--- src/rtl/core/lcdwin_pkg.sv ---
// types, constants and helpers for the lcd window and pixel spi writer
// no dependencies
package lcdwin_pkg;

  localparam int unsigned SCREEN_SIZE = 128;
  localparam int unsigned QUEUE_DEPTH = 4;

  localparam logic [6:0] SCROLL_SRC_ROW = 7'd120;
  localparam logic [6:0] SCROLL_DST_ROW = 7'd112;
  localparam logic [4:0] SCROLL_STEP    = 5'd2;

  localparam logic [8:0] DATA_BIT = 9'h100;

  localparam logic [7:0] COLUMN_SET_RST   = 8'd21;
  localparam logic [7:0] PAGE_SET_RST     = 8'd117;
  localparam logic [7:0] MEMORY_WRITE_RST = 8'd92;
  localparam logic [7:0] SCROLL_START_RST = 8'd171;
  localparam logic       SCROLL_EN_RST    = 1'b1;

  localparam logic [2:0] WINDOW_WORDS = 3'd7;
  localparam logic [2:0] SHORT_WORDS  = 3'd2;

  typedef enum logic [1:0] {
    CMD_WINDOW = 2'd0,
    CMD_PIXEL  = 2'd1,
    CMD_SCROLL = 2'd2
  } cmd_t;

  typedef enum logic [2:0] {
    CFG_COLUMN_SET   = 3'd0,
    CFG_PAGE_SET     = 3'd1,
    CFG_MEMORY_WRITE = 3'd2,
    CFG_SCROLL_START = 3'd3,
    CFG_SCROLL_EN    = 3'd4
  } cfg_idx_t;

  typedef enum logic [1:0] {
    KIND_WINDOW = 2'd0,
    KIND_PIXEL  = 2'd1,
    KIND_SCROLL = 2'd2
  } kind_t;

  typedef struct packed {
    logic [1:0] cmd;
    logic [7:0] x_start;
    logic [7:0] y_start;
    logic [7:0] width;
    logic [7:0] height;
    logic [7:0] blue;
    logic [7:0] green;
    logic [7:0] red;
    logic [6:0] src_row;
    logic [6:0] dst_row;
  } in_item_t;

  typedef struct packed {
    logic [8:0] spi_word;
    logic       last;
  } out_item_t;

  typedef struct packed {
    logic [7:0] column_set_opcode;
    logic [7:0] page_set_opcode;
    logic [7:0] memory_write_opcode;
    logic [7:0] scroll_start_opcode;
    logic       scroll_enable;
  } cfg_regs_t;

  // queued job: window uses all four bytes, pixel and scroll the first ones
  typedef struct packed {
    kind_t      kind;
    logic [7:0] b0;
    logic [7:0] b1;
    logic [7:0] b2;
    logic [7:0] b3;
  } job_t;

  function automatic logic [8:0] data_word(input logic [7:0] b);
    return DATA_BIT | {1'b0, b};
  endfunction

  function automatic logic [8:0] cmd_word(input logic [7:0] b);
    return {1'b0, b};
  endfunction

endpackage

--- src/rtl/core/lcdwin_front.sv ---
// front end: accepts items, checks windows, packs pixels, tracks scroll state
// depends on lcdwin_pkg
module lcdwin_front (
  input  logic                  clk,
  input  logic                  rst_n,
  input  logic                  accept,
  input  lcdwin_pkg::in_item_t  item,
  input  logic                  scroll_enable,
  output logic                  push,
  output lcdwin_pkg::job_t      job
);
  import lcdwin_pkg::*;

  logic [4:0] scroll_block_r, scroll_block_nxt;
  logic       in_bottom_r, in_bottom_nxt;
  logic [8:0] x_end_sum, y_end_sum;
  logic       win_ok;

  assign x_end_sum = {1'b0, item.x_start} + {1'b0, item.width};
  assign y_end_sum = {1'b0, item.y_start} + {1'b0, item.height};

  assign win_ok = ({1'b0, item.x_start} <= 9'(SCREEN_SIZE))
               && ({1'b0, item.y_start} <= 9'(SCREEN_SIZE))
               && (x_end_sum <= 9'(SCREEN_SIZE))
               && (y_end_sum <= 9'(SCREEN_SIZE))
               && (item.width != 8'd0) && (item.height != 8'd0);

  always_comb begin
    push             = 1'b0;
    job              = '0;
    scroll_block_nxt = scroll_block_r;
    in_bottom_nxt    = in_bottom_r;
    case (item.cmd)
      CMD_WINDOW: begin
        job.kind = KIND_WINDOW;
        job.b0   = item.x_start;
        job.b1   = x_end_sum[7:0] - 8'd1;
        job.b2   = item.y_start;
        job.b3   = y_end_sum[7:0] - 8'd1;
        push     = win_ok;
      end
      CMD_PIXEL: begin
        job.kind = KIND_PIXEL;
        job.b0   = {4'b0, item.red[7:4]};
        job.b1   = {item.green[7:4], item.blue[7:4]};
        push     = 1'b1;
      end
      CMD_SCROLL: begin
        job.kind = KIND_SCROLL;
        if (scroll_enable) begin
          if (item.src_row == SCROLL_SRC_ROW) begin
            if (item.dst_row == SCROLL_DST_ROW && !in_bottom_r) begin
              scroll_block_nxt = scroll_block_r + SCROLL_STEP;
              in_bottom_nxt    = 1'b1;
              push             = 1'b1;
            end
          end else begin
            in_bottom_nxt = 1'b0;
          end
        end
        job.b0 = {3'b0, scroll_block_nxt};
      end
      default: begin
        push = 1'b0;
      end
    endcase
    push = push && accept;
  end

  always_ff @(posedge clk) begin
    if (!rst_n) begin
      scroll_block_r <= '0;
      in_bottom_r    <= 1'b0;
    end else if (accept) begin
      scroll_block_r <= scroll_block_nxt;
      in_bottom_r    <= in_bottom_nxt;
    end
  end

endmodule

--- src/rtl/core/lcdwin_fifo.sv ---
// short job queue between the front end and the word sequencer
// depends on lcdwin_pkg
module lcdwin_fifo #(
  parameter int unsigned DEPTH = 4
) (
  input  logic              clk,
  input  logic              rst_n,
  input  logic              push,
  input  lcdwin_pkg::job_t  push_job,
  output logic              full,
  input  logic              pop,
  output logic              head_valid,
  output lcdwin_pkg::job_t  head_job
);
  import lcdwin_pkg::*;

  localparam int unsigned PW = (DEPTH > 1) ? $clog2(DEPTH) : 1;
  localparam int unsigned CW = $clog2(DEPTH + 1);

  job_t          slots_r [DEPTH];
  logic [PW-1:0] wr_ptr_r, wr_ptr_nxt;
  logic [PW-1:0] rd_ptr_r, rd_ptr_nxt;
  logic [CW-1:0] count_r, count_nxt;
  logic          do_push, do_pop;

  assign full       = (count_r == CW'(DEPTH));
  assign head_valid = (count_r != '0);
  assign head_job   = slots_r[rd_ptr_r];
  assign do_push    = push && !full;
  assign do_pop     = pop && head_valid;

  always_comb begin
    wr_ptr_nxt = wr_ptr_r;
    rd_ptr_nxt = rd_ptr_r;
    count_nxt  = count_r;
    if (do_push) begin
      wr_ptr_nxt = (wr_ptr_r == PW'(DEPTH - 1)) ? '0 : wr_ptr_r + 1'b1;
    end
    if (do_pop) begin
      rd_ptr_nxt = (rd_ptr_r == PW'(DEPTH - 1)) ? '0 : rd_ptr_r + 1'b1;
    end
    if (do_push && !do_pop) begin
      count_nxt = count_r + 1'b1;
    end else if (do_pop && !do_push) begin
      count_nxt = count_r - 1'b1;
    end
  end

  always_ff @(posedge clk) begin
    if (!rst_n) begin
      wr_ptr_r <= '0;
      rd_ptr_r <= '0;
      count_r  <= '0;
    end else begin
      wr_ptr_r <= wr_ptr_nxt;
      rd_ptr_r <= rd_ptr_nxt;
      count_r  <= count_nxt;
    end
  end

  always_ff @(posedge clk) begin
    if (do_push) begin
      slots_r[wr_ptr_r] <= push_job;
    end
  end

endmodule

--- src/rtl/core/lcdwin_back.sv ---
// word sequencer: expands queued jobs into 9-bit spi words, one per cycle while out_stall is low
// depends on lcdwin_pkg
module lcdwin_back (
  input  logic                   clk,
  input  logic                   rst_n,
  input  lcdwin_pkg::cfg_regs_t  cfg,
  input  logic                   head_valid,
  input  lcdwin_pkg::job_t       head_job,
  output logic                   pop,
  output logic                   out_valid,
  input  logic                   out_stall,
  output lcdwin_pkg::out_item_t  out_data
);
  import lcdwin_pkg::*;

  localparam logic [2:0] W_COL_OP   = 3'd0;
  localparam logic [2:0] W_X_START  = 3'd1;
  localparam logic [2:0] W_X_END    = 3'd2;
  localparam logic [2:0] W_PAGE_OP  = 3'd3;
  localparam logic [2:0] W_Y_START  = 3'd4;
  localparam logic [2:0] W_Y_END    = 3'd5;

  logic       busy_r, busy_nxt;
  job_t       cur_r, cur_nxt;
  logic [2:0] idx_r, idx_nxt;
  logic       out_valid_r, out_valid_nxt;
  out_item_t  out_data_r, out_data_nxt;

  job_t       job;
  logic [2:0] idx;
  logic [2:0] n_words;
  logic [8:0] word;
  logic       adv, have_job, is_last;

  assign adv      = !out_valid_r || !out_stall;
  assign have_job = busy_r || head_valid;
  assign job      = busy_r ? cur_r : head_job;
  assign idx      = busy_r ? idx_r : 3'd0;
  assign n_words  = (job.kind == KIND_WINDOW) ? WINDOW_WORDS : SHORT_WORDS;
  assign is_last  = (idx == n_words - 3'd1);
  assign pop      = adv && !busy_r && head_valid;

  always_comb begin
    case (job.kind)
      KIND_WINDOW: begin
        case (idx)
          W_COL_OP:  word = cmd_word(cfg.column_set_opcode);
          W_X_START: word = data_word(job.b0);
          W_X_END:   word = data_word(job.b1);
          W_PAGE_OP: word = cmd_word(cfg.page_set_opcode);
          W_Y_START: word = data_word(job.b2);
          W_Y_END:   word = data_word(job.b3);
          default:   word = cmd_word(cfg.memory_write_opcode);
        endcase
      end
      KIND_PIXEL: begin
        word = (idx == 3'd0) ? data_word(job.b0) : data_word(job.b1);
      end
      KIND_SCROLL: begin
        word = (idx == 3'd0) ? cmd_word(cfg.scroll_start_opcode) : data_word(job.b0);
      end
      default: begin
        word = '0;
      end
    endcase
  end

  always_comb begin
    busy_nxt      = busy_r;
    cur_nxt       = cur_r;
    idx_nxt       = idx_r;
    out_valid_nxt = out_valid_r;
    out_data_nxt  = out_data_r;
    if (adv) begin
      out_valid_nxt = have_job;
      if (have_job) begin
        out_data_nxt.spi_word = word;
        out_data_nxt.last     = is_last;
        busy_nxt              = !is_last;
        idx_nxt               = idx + 3'd1;
        cur_nxt               = job;
      end
    end
  end

  always_ff @(posedge clk) begin
    if (!rst_n) begin
      busy_r      <= 1'b0;
      out_valid_r <= 1'b0;
      idx_r       <= '0;
    end else begin
      busy_r      <= busy_nxt;
      out_valid_r <= out_valid_nxt;
      idx_r       <= idx_nxt;
    end
  end

  always_ff @(posedge clk) begin
    cur_r      <= cur_nxt;
    out_data_r <= out_data_nxt;
  end

  assign out_valid = out_valid_r;
  assign out_data  = out_data_r;

endmodule

--- src/rtl/core/lcd_window_pixel_spi_writer.sv ---
// first word is registered after the job queue; one word per cycle while not stalled
// a pixel or a scroll sends 2 words, a window 7, from the single-word output sequencer
// items that send no words queue no job; a QUEUE_DEPTH-job queue decouples input and output
// synchronous active-low reset empties the queue and output, clears scroll state
// and returns the opcode and scroll-enable registers to their defaults
// depends on lcdwin_pkg, lcdwin_front, lcdwin_fifo, lcdwin_back
module lcd_window_pixel_spi_writer #(
  parameter int unsigned QUEUE_DEPTH = lcdwin_pkg::QUEUE_DEPTH
) (
  input  logic                   clk,
  input  logic                   rst_n,
  input  logic                   in_valid,
  output logic                   in_stall,
  input  lcdwin_pkg::in_item_t   in_data,
  output logic                   out_valid,
  input  logic                   out_stall,
  output lcdwin_pkg::out_item_t  out_data,
  input  logic                   cfg_valid,
  output logic                   cfg_ready,
  input  logic [2:0]             cfg_index,
  input  logic [7:0]             cfg_wdata
);
  import lcdwin_pkg::*;

  cfg_regs_t cfg_r, cfg_nxt;
  logic      in_accept;
  logic      push, pop, full, head_valid;
  job_t      push_job, head_job;

  assign cfg_ready = 1'b1;
  assign in_stall  = full;
  assign in_accept = in_valid && !in_stall;

  always_comb begin
    cfg_nxt = cfg_r;
    if (cfg_valid && cfg_ready) begin
      case (cfg_index)
        CFG_COLUMN_SET:   cfg_nxt.column_set_opcode   = cfg_wdata;
        CFG_PAGE_SET:     cfg_nxt.page_set_opcode     = cfg_wdata;
        CFG_MEMORY_WRITE: cfg_nxt.memory_write_opcode = cfg_wdata;
        CFG_SCROLL_START: cfg_nxt.scroll_start_opcode = cfg_wdata;
        CFG_SCROLL_EN:    cfg_nxt.scroll_enable       = cfg_wdata[0];
        default:          cfg_nxt = cfg_r;
      endcase
    end
  end

  always_ff @(posedge clk) begin
    if (!rst_n) begin
      cfg_r.column_set_opcode   <= COLUMN_SET_RST;
      cfg_r.page_set_opcode     <= PAGE_SET_RST;
      cfg_r.memory_write_opcode <= MEMORY_WRITE_RST;
      cfg_r.scroll_start_opcode <= SCROLL_START_RST;
      cfg_r.scroll_enable       <= SCROLL_EN_RST;
    end else begin
      cfg_r <= cfg_nxt;
    end
  end

  lcdwin_front u_front (
    .clk           (clk),
    .rst_n         (rst_n),
    .accept        (in_accept),
    .item          (in_data),
    .scroll_enable (cfg_r.scroll_enable),
    .push          (push),
    .job           (push_job)
  );

  lcdwin_fifo #(
    .DEPTH (QUEUE_DEPTH)
  ) u_fifo (
    .clk        (clk),
    .rst_n      (rst_n),
    .push       (push),
    .push_job   (push_job),
    .full       (full),
    .pop        (pop),
    .head_valid (head_valid),
    .head_job   (head_job)
  );

  lcdwin_back u_back (
    .clk        (clk),
    .rst_n      (rst_n),
    .cfg        (cfg_r),
    .head_valid (head_valid),
    .head_job   (head_job),
    .pop        (pop),
    .out_valid  (out_valid),
    .out_stall  (out_stall),
    .out_data   (out_data)
  );

endmodule

--- config.mk ---
export PLATFORM = sky130hd
export DESIGN_NAME = lcd_window_pixel_spi_writer
export DESIGN_NICKNAME = d
export VERILOG_FILES = /design/src/rtl/core/lcdwin_pkg.sv /design/src/rtl/core/lcdwin_front.sv /design/src/rtl/core/lcdwin_fifo.sv /design/src/rtl/core/lcdwin_back.sv /design/src/rtl/core/lcd_window_pixel_spi_writer.sv
export SDC_FILE = /design/constraint.sdc
export NUM_CORES = 1
export LEC_CHECK = 0
export ABC_AREA = 1
export ABC_CLOCK_PERIOD_IN_PS = 4800
export BUFFER_PORTS_ARGS = -buffer_cell sky130_fd_sc_hd__buf_2
export CORE_UTILIZATION = 60
export DETAILED_ROUTE_END_ITERATION = 8
export PLACE_DENSITY = 0.8
export SYNTH_ARGS = -nofsm -noshare
export SYNTH_HDL_FRONTEND = slang
export SYNTH_SLANG_ARGS = --single-unit
--- constraint.sdc ---
create_clock -name clk -period 4.8 [get_ports clk]
set_input_delay 0 -clock clk [delete_from_list [all_inputs] [get_ports clk]]
set_output_delay 0 -clock clk [all_outputs]
set_load 0.005 [all_outputs]
==> run_results.csv, run 1 <==
group,metric,value,unit
run_status,run_status,"finished, final reports clean",
global_route,grt_max_degree,69,
clocking,cts.reportedPaths.clkPinSlew,0.06,ns
power_and_ir_drop,p_seq_share,38.8,%
clocking,tritoncts,"yes",
timing,slew-limit-headroom,25.0,%
layout,number_of_diodes,0,
hold_path,holdCritStartpoint,"in_valid",
timing,fmax,302,MHz
logic_synthesis,synth_top_cell_area_share,47.5,%
power_and_ir_drop,power_frac_clock,27.3,%
power_and_ir_drop,p_sw,0.00258,W
timing,unrepaired_setup_endpoints_after_global_routing,"no",
timing,timing.final.hold_violations,0,
clocking,cts.htree.levels,1,
logic_synthesis,yosys-top-cells-area,"edfxtp_1 (47%), dfxtp_1 (9.1%), nor2_1 (6.8%), nand2_1 (5.9%), o21ai_0 (4.9%)",
layout,final_nets,1456,
die,die-height,140,um
timing,timing_max_transition_violations_final,0,
global_route,grt_pass1_vias,8779,
placement,hpwl,18200,um
power_and_ir_drop,comb_power_share,33.9,%
drt,totalWireLength,28100,um
logic_synthesis,dominantRegCellSynth,"edfxtp_1",
timing,setup-tns-final,0,ns
drt,route.detailed.vias_per_inst,5.80,
clocking,number_of_gates_resized_after_cts,0,
global_route,grt_first_pass_wirelength,45000,um
timing,post-route-period-util,69.1,%
die,die-width,140,um
logic_synthesis,syn_inst,1207,
clocking,clk_root_buffer_cell,"clkbuf_16",
power_and_ir_drop,p_sw_share,35.9,%
layout,filler_free_cell_count_of_the_finished_design,1584,
logic_synthesis,synth_largest_area_cell,"edfxtp_1",
layout,postLayoutCoreUtil,71.2,%
layout,post_route_cells_drive_above_1_share,12.6,%
worst_setup_path,worst-endpoint-required,5.02,ns
worst_setup_path,critical-path-top-delay-family,"simple AND/OR/NAND/NOR gates",
global_route,gr-total-overflow,0,
logic_synthesis,synth_cell_types,49,
logic_synthesis,post_synth_instance_area,11400,um^2
timing,setup-violations-final,0,
clocking,tritoncts_num_sinks,232,
clocking,tritoncts.num_buffers,24,
die,initial_utilization,61.1,%
logic_synthesis,synth-warning-count,0,
worst_setup_path,crit-reg2reg-capture,"u_back.out_data[1]",
timing,layout_min_cycle_time,3.32,ns
drt,iteration_0_drc_count_of_the_detailed_router,935,
worst_setup_path,slowest_stage,"nor2_4",
layout,syn_to_final_growth,16.7,%
die,die_area,19500,um^2
drt,drt-pass1-iter-count,6,
clocking,clock_tree.buffer_depth,3,
die,floorplan.core_area,18600,um^2
drt,vias,9185,
power_and_ir_drop,total_power_per_unit_cell_area,540,nW/um^2
die,rows,50,
hold_path,timing.hold.worst_endpoint,"u_front.scroll_block_r[3]",
drt,wirelength_per_cell,17.7,um
layout,layout.cell_area.non_filler,13300,um^2
logic_synthesis,synth_nets,1330,
power_and_ir_drop,vdd_ir_drop_max,0.299,mV
timing,fin_worst_skew,0.0176,ns
hold_path,timing.hold.worst_path_depth,6,
flow_run,cap_violations,0,
logic_synthesis,post_synth_edffs,180,
power_and_ir_drop,total_leakage_power,5.41,nW
logic_synthesis,postSynthRegisterBits,232,
worst_setup_path,r2r_cells,8,
clocking,clk_latency,0.52,ns
worst_setup_path,setup.worst_path.end_class,"register",
logic_synthesis,syn-mean-instance-area,9.43,um^2
worst_setup_path,critical_path_arrival,3.53,ns
logic_synthesis,seq_area_frac_synth,56.6,%
placement,post_dp_cell_area,12000,um^2
die,ios,101,
placement,portbufs,87,
placement,finalWeightedCongestion,0.914,
power_and_ir_drop,p_int,0.00460,W
drt,antenna_left,0,
worst_setup_path,criticalPathCategory,"input pin to register",
worst_setup_path,critical_path.n_buffers_inverters,3,
worst_setup_path,cells_along_the_critical_path,"dlygate4sd3_1 > buf_2 > ha_1 > fa_1 > xnor2_1 > nand3_1 > nor2_2 > nand2_1 > nand2_1 > nand3_1 > nand2_2 > nand2_2 > nor2_4 > buf_4",
placement,dp_cells,1492,
worst_setup_path,worst-path-max-fanout,25,
hold_path,hold_path_class,"input pin to register",
worst_setup_path,worstSetupStartpointType,"input pin",
global_route,antenna_found_initial,0,
worst_setup_path,r2r_slack,1.71,ns
logic_synthesis,asyncSetResetFlopFracSynth,0,%
global_route,grt_usage,29.4,%
drt,post-route-drc-count,0,
worst_setup_path,cp_slowest_stage_delay,0.70,ns
layout,layout.filler_cells,1326,
worst_setup_path,reg2reg_from,"u_back.busy_r",
timing,max_slew.worst_pin.slew,1.12,ns
## worst max-delay path by stage
stage                      startpoint                    end  slack (ns)  cells after the start
final                     in_data[54]  u_fifo.slots_r[0][28]        1.48                     14
after global routing      in_data[54]  u_fifo.slots_r[0][31]        1.22                     14
after CTS                 in_data[54]  u_fifo.slots_r[1][28]        1.45                     14
after detailed placement  in_data[54]  u_fifo.slots_r[1][28]        1.45                     13
after global placement    in_data[38]  u_fifo.slots_r[1][28]        1.54                     13
after floorplan           in_data[38]   u_fifo.slots_r[0][0]        1.36                     11
## power by group through the flow
stage | Clock, W | Sequential, W | Combinational, W
finish | 0.00196 | 0.00279 | 0.00243
global route | 0.00205 | 0.00282 | 0.00269
CTS | 0.00197 | 0.00278 | 0.00240
detailed placement | 0 | 0.00282 | 0.00235
global placement | 0 | 0.00280 | 0.00227
floorplan | 0 | 0.00278 | 0.00175
## cells by family after synthesis
kind of cell	count (synthesis)	synth area share (%)
simple gates	500	18.8
compound gates	258	13.3
flops	232	56.6
buf+inv	173	6.54
fa+ha+maj	35	4.05
xor+xnor	8	0.616
other cells	1	0.0329
## sequential cells by signal, indices dropped and copies added, names as in the netlist, named ones only
name                    flops
cfg_r                      33
u_back.busy_r               1
u_back.cur_r               34
u_back.idx_r                3
u_back.out_data            10
u_back.out_valid            1
u_fifo.count_r              3
u_fifo.rd_ptr_r             2
u_fifo.slots_r            136
u_fifo.wr_ptr_r             2
u_front.in_bottom_r         1
u_front.scroll_block_r      4
## cell usage after synthesis, types with 2 or more instances
cell	number
o21ai_4	2
xor2_1	5
xnor2_1	3
clkbuf_1	21
nor4_4	2
buf_4	4
nand3_1	68
inv_1	115
dfxtp_1	52
nor2_4	2
nor3_1	9
buf_6	8
edfxtp_1	180
nor3b_1	4
nor2_1	206
o21ai_0	112
a22o_1	2
o21a_1	8
a31oi_1	12
nand2_1	178
fa_1	3
nand4_1	18
nor2_8	2
clkinv_1	2
ha_1	32
nor2_2	3
a32o_1	3
a21oi_1	39
or2_2	2
inv_2	7
o211ai_1	23
buf_2	16
o22ai_1	16
o21ai_2	3
o2111ai_1	3
nand2_2	3
a31oi_2	2
o21ai_1	26
## cells in the final DEF, fill, tap and decap left out, drive strengths merged, types with 2 or more instances in the layout
cell and count:
a21oi 40, a22o 2, a31oi 14, a32o 3, buf 100, bufinv 4, clkbuf 34, clkinv 8
dfxtp 52, dlygate4sd3 49, edfxtp 180, fa 3, ha 32, inv 121, nand2 181, nand3 68
nand4 18, nor2 213, nor3 9, nor3b 4, nor4 2, o2111ai 3, o211ai 23, o21a 8
o21ai 143, o22ai 16, or2 3, xnor2 3, xor2 5
## layer usage
metal	share of wire, %	up-vias	routed length [um]	global-route usage [%]
li1	-	4400	-	-
met1	40	4288	11200	38.4
met2	50	422	14000	50.3
met3	7.1	75	2000	3.51
met4	3.3	0	918	11.7
met5	0	-	0	0
## area by class of cell
type | instances | area [um^2] | area share (%)
sequential | 232 | 6450 | 48.6
multi-input combinational | 802 | 4220 | 31.8
tap | 234 | 293 | 2.20
timing repair buffer | 149 | 1020 | 7.71
inverter | 124 | 465 | 3.51
clock inverter | 9 | 143 | 1.07
clock buffer | 34 | 691 | 5.20
## worst min-delay path: cells and delay by family
kind | cells | cell delay (ns)
buffers and inverters | 3 | 0.20
and+or+nand+nor | 2 | 0.20
AOI/OAI and AO/OA | 1 | 0.13
## through the flow
| step | setup slack (ns) | total power (W) | hold WS [ns] |
|---|---|---|---|
| 2_1_floorplan | 1.36 | 0.00453 | 0.113 |
| 3_3_place_gp | 1.54 | 0.00507 | 0.275 |
| 3_5_place_dp | 1.45 | 0.00517 | 0.282 |
| 4_1_cts | 1.45 | 0.00715 | 0.00724 |
| 5_1_grt | 1.22 | 0.00755 | 0.0574 |
| 6_report | 1.48 | 0.00718 | 0.0308 |
## repair_timing
item                                   4_1_cts  5_1_grt
hold buffers                                49        0
endpoints found under the hold margin      132        0
buffers inserted                             0        0
Note: power is estimated with default switching activity, not from simulation.
==> run 2, diff against run 1 <==
--- a/config.mk
+++ b/config.mk
@@ -6,7 +6,7 @@
 export NUM_CORES = 1
 export LEC_CHECK = 0
 export ABC_AREA = 1
-export ABC_CLOCK_PERIOD_IN_PS = 4800
+export ABC_CLOCK_PERIOD_IN_PS = 3300
 export BUFFER_PORTS_ARGS = -buffer_cell sky130_fd_sc_hd__buf_2
 export CORE_UTILIZATION = 60
 export DETAILED_ROUTE_END_ITERATION = 8
==> constraint.sdc (replaced) <==
create_clock -name clk -period 3.3 [get_ports clk]
set_input_delay 0 -clock clk [delete_from_list [all_inputs] [get_ports clk]]
set_output_delay 0 -clock clk [all_outputs]
set_load 0.005 [all_outputs]
==> run_results.csv, run 2 (synthesis results as in run 1) <==
group,metric,value,unit
layout,final_nets,1451,
placement,dp_cells,1496,
placement,dp_slack,0.274,ns
global_route,gr-total-overflow,0,
global_route,grt_first_pass_wirelength,42800,um
timing,max_slew.worst_pin.slew,0.782,ns
layout,post_route_cells_drive_above_1_share,12.5,%
timing,slew-limit-headroom,47.8,%
timing,final.setup.worst_slack,0.334,ns
placement,finalWeightedCongestion,0.903,
worst_setup_path,slowest_stage,"dlygate4sd3_1",
clocking,tritoncts_num_sinks,232,
worst_setup_path,criticalPathCategory,"input pin to register",
worst_setup_path,worst-endpoint-required,3.75,ns
global_route,antenna_found_initial,0,
die,die_area,19500,um^2
die,ios,101,
flow_run,cap_violations,0,
power_and_ir_drop,comb_power_share,35.0,%
drt,drt-pass1-iter-count,5,
placement,hpwl,17800,um
clocking,tritoncts.num_buffers,23,
worst_setup_path,r2r_slack,0.66,ns
worst_setup_path,reg2reg_from,"u_front.in_bottom_r",
timing,setup-violations-final,0,
layout,number_of_diodes,0,
timing,unrepaired_setup_endpoints_after_global_routing,"no",
clocking,clk_latency,0.52,ns
global_route,grt_usage,27.9,%
worst_setup_path,critical-path-top-delay-family,"simple AND/OR/NAND/NOR gates",
hold_path,timing.hold.worst_path_depth,3,
run_status,run_status,"finished, final reports clean",
worst_setup_path,crit-reg2reg-capture,"u_fifo.count_r[2]",
layout,largest-register,"u_fifo.slots_r",
power_and_ir_drop,p_int,0.00643,W
clocking,clk_root_buffer_cell,"clkbuf_16",
hold_path,holdCritStartpoint,"in_data[38]",
clocking,tritoncts,"yes",
worst_setup_path,cells_along_the_critical_path,"dlygate4sd3_1 > buf_2 > ha_1 > fa_1 > nand3_1 > nand3b_1 > nand2_1 > nand3_1 > nor2_2 > nand2_1 > nand2_1 > nand3_1 > nand2_2 > nand2_2 > inv_1 > ha_1 > inv_1 > fa_1 > nor2_1 > nor2_1 > nand2_1 > o21ai_0 > a21oi_1",
drt,route.detailed.vias_per_inst,5.77,
hold_path,hold_path_class,"input pin to register",
die,die-height,140,um
power_and_ir_drop,vdd_ir_drop_max,0.399,mV
power_and_ir_drop,p_seq_share,40.1,%
worst_setup_path,cp_slowest_stage_delay,0.53,ns
die,initial_utilization,61.1,%
layout,largest_registers_ranked_by_flip_flop_count,"u_fifo.slots_r (136), u_back.cur_r (34), cfg_r (33)",
layout,layout.filler_cells,1312,
clocking,cts.repair_timing.setup_buffer_count,0,
power_and_ir_drop,total_leakage_power,5.37,nW
clocking,cts.htree.levels,1,
worst_setup_path,worstSetupStartpointType,"input pin",
layout,syn_to_final_growth,15.9,%
power_and_ir_drop,total_power_per_unit_cell_area,765,nW/um^2
drt,antenna_left,0,
power_and_ir_drop,p_sw,0.00366,W
global_route,grt_pass1_vias,8637,
timing,layout_min_cycle_time,2.97,ns
placement,portbufs,87,
timing,timing_max_transition_violations_final,0,
timing,fmax,337,MHz
power_and_ir_drop,power_frac_clock,24.9,%
layout,filler_free_cell_count_of_the_finished_design,1578,
layout,largest_register_ffs,136,
worst_setup_path,critical_path_arrival,3.42,ns
worst_setup_path,critical_path.n_buffers_inverters,4,
worst_setup_path,setup.worst_path.end_class,"register",
drt,post-route-drc-count,0,
timing,post-route-period-util,89.9,%
worst_setup_path,worst-path-max-fanout,5,
die,die-width,140,um
drt,vias,9111,
clocking,clock_tree.buffer_depth,3,
die,floorplan.core_area,18600,um^2
timing,timing.final.hold_violations,0,
drt,wirelength_per_cell,17.0,um
layout,mostFrequentLayoutCells,"nor2_1 (202), edfxtp_1 (180), nand2_1 (178)",
drt,totalWireLength,26900,um
global_route,grt_max_degree,53,
hold_path,timing.hold.worst_endpoint,"u_fifo.slots_r[3][0]",
die,rows,50,
layout,layout_commonest_cell,"nor2_1",
worst_setup_path,crit_top_cell,"nand2_1",
timing,fin_worst_skew,0.0190,ns
drt,iteration_0_drc_count_of_the_detailed_router,1007,
worst_setup_path,r2r_cells,15,
clocking,cts.reportedPaths.clkPinSlew,0.06,ns
power_and_ir_drop,p_sw_share,36.3,%
[run 2: how the worst max path moves through the flow]
stage | endpoint | cells after the start | slack [ns] | start
finish | u_fifo.count_r[2] | 23 | 0.33 | in_data[54]
floorplan | u_fifo.slots_r[0][0] | 11 | -0.14 | in_data[38]
global placement | u_fifo.count_r[2] | 25 | 0.35 | in_data[62]
global route | u_fifo.count_r[2] | 23 | 0.005 | in_data[54]
CTS | u_fifo.count_r[2] | 23 | 0.30 | in_data[54]
detailed placement | u_fifo.count_r[2] | 25 | 0.27 | in_data[62]
[run 2: power by group through the flow]
stage / clock [W] / combinational [W] / sequential [W]
after floorplan: 0 / 0.00255 / 0.00404
after global placement: 0 / 0.00334 / 0.00408
after detailed placement: 0 / 0.00345 / 0.00410
after CTS: 0.00252 / 0.00351 / 0.00404
after global routing: 0.00263 / 0.00391 / 0.00409
final: 0.00251 / 0.00354 / 0.00404
[run 2: final cells by class]
| type | instances | area, um^2 | area share (%) |
|---|---|---|---|
| repair buffers | 145 | 1050 | 7.95 |
| clock inverters | 11 | 105 | 0.797 |
| multi-input cells | 802 | 4220 | 32.0 |
| inverters | 124 | 465 | 3.53 |
| well taps | 234 | 293 | 2.22 |
| flip-flops and latches | 232 | 6450 | 48.9 |
| clock buffers | 30 | 612 | 4.64 |
[run 2: per-stage QoR]
step	util (%)	hold slack [ns]	setup TNS, ns	area, um^2	total power, W
after floorplan	-	0.113	-18.52	11400	0.00658
after global placement	64.7	0.267	0	12100	0.00742
after detailed placement	64.7	0.277	0	12100	0.00755
after CTS	70.7	0.00560	0	13200	0.0101
after global routing	70.7	0.0313	0	13200	0.0106
final	70.7	0.0188	0	13200	0.0101
[run 2: worst reg2reg max path: cells and delay by family (launching register included)]
| kind | cells | cell delay, ns |
|---|---|---|
| flip-flops | 1 | 0.31 |
| AND/OR/NAND/NOR | 8 | 0.98 |
| buffers and inverters | 2 | 0.13 |
| AO/OA/AOI/OAI | 3 | 0.62 |
| adder cells (fa/ha/maj) | 2 | 0.52 |
[run 2: repair_timing]
item / in CTS / in global routing
gates resized for setup: 0 / 0
hold buffers: 41 / 0
hold endpoints to repair: 119 / 0
[run 2: layer usage]
layer  wire length (um)  up-vias  track usage [%]  part of all wire, %
li1                   -     4396                -                    -
met1              11000     4269             36.5                   41
met2              13100      385             47.4                   49
met3               1970       61             3.85                  7.3
met4                820        0             10.2                  3.1
met5                  0        -                0                    0
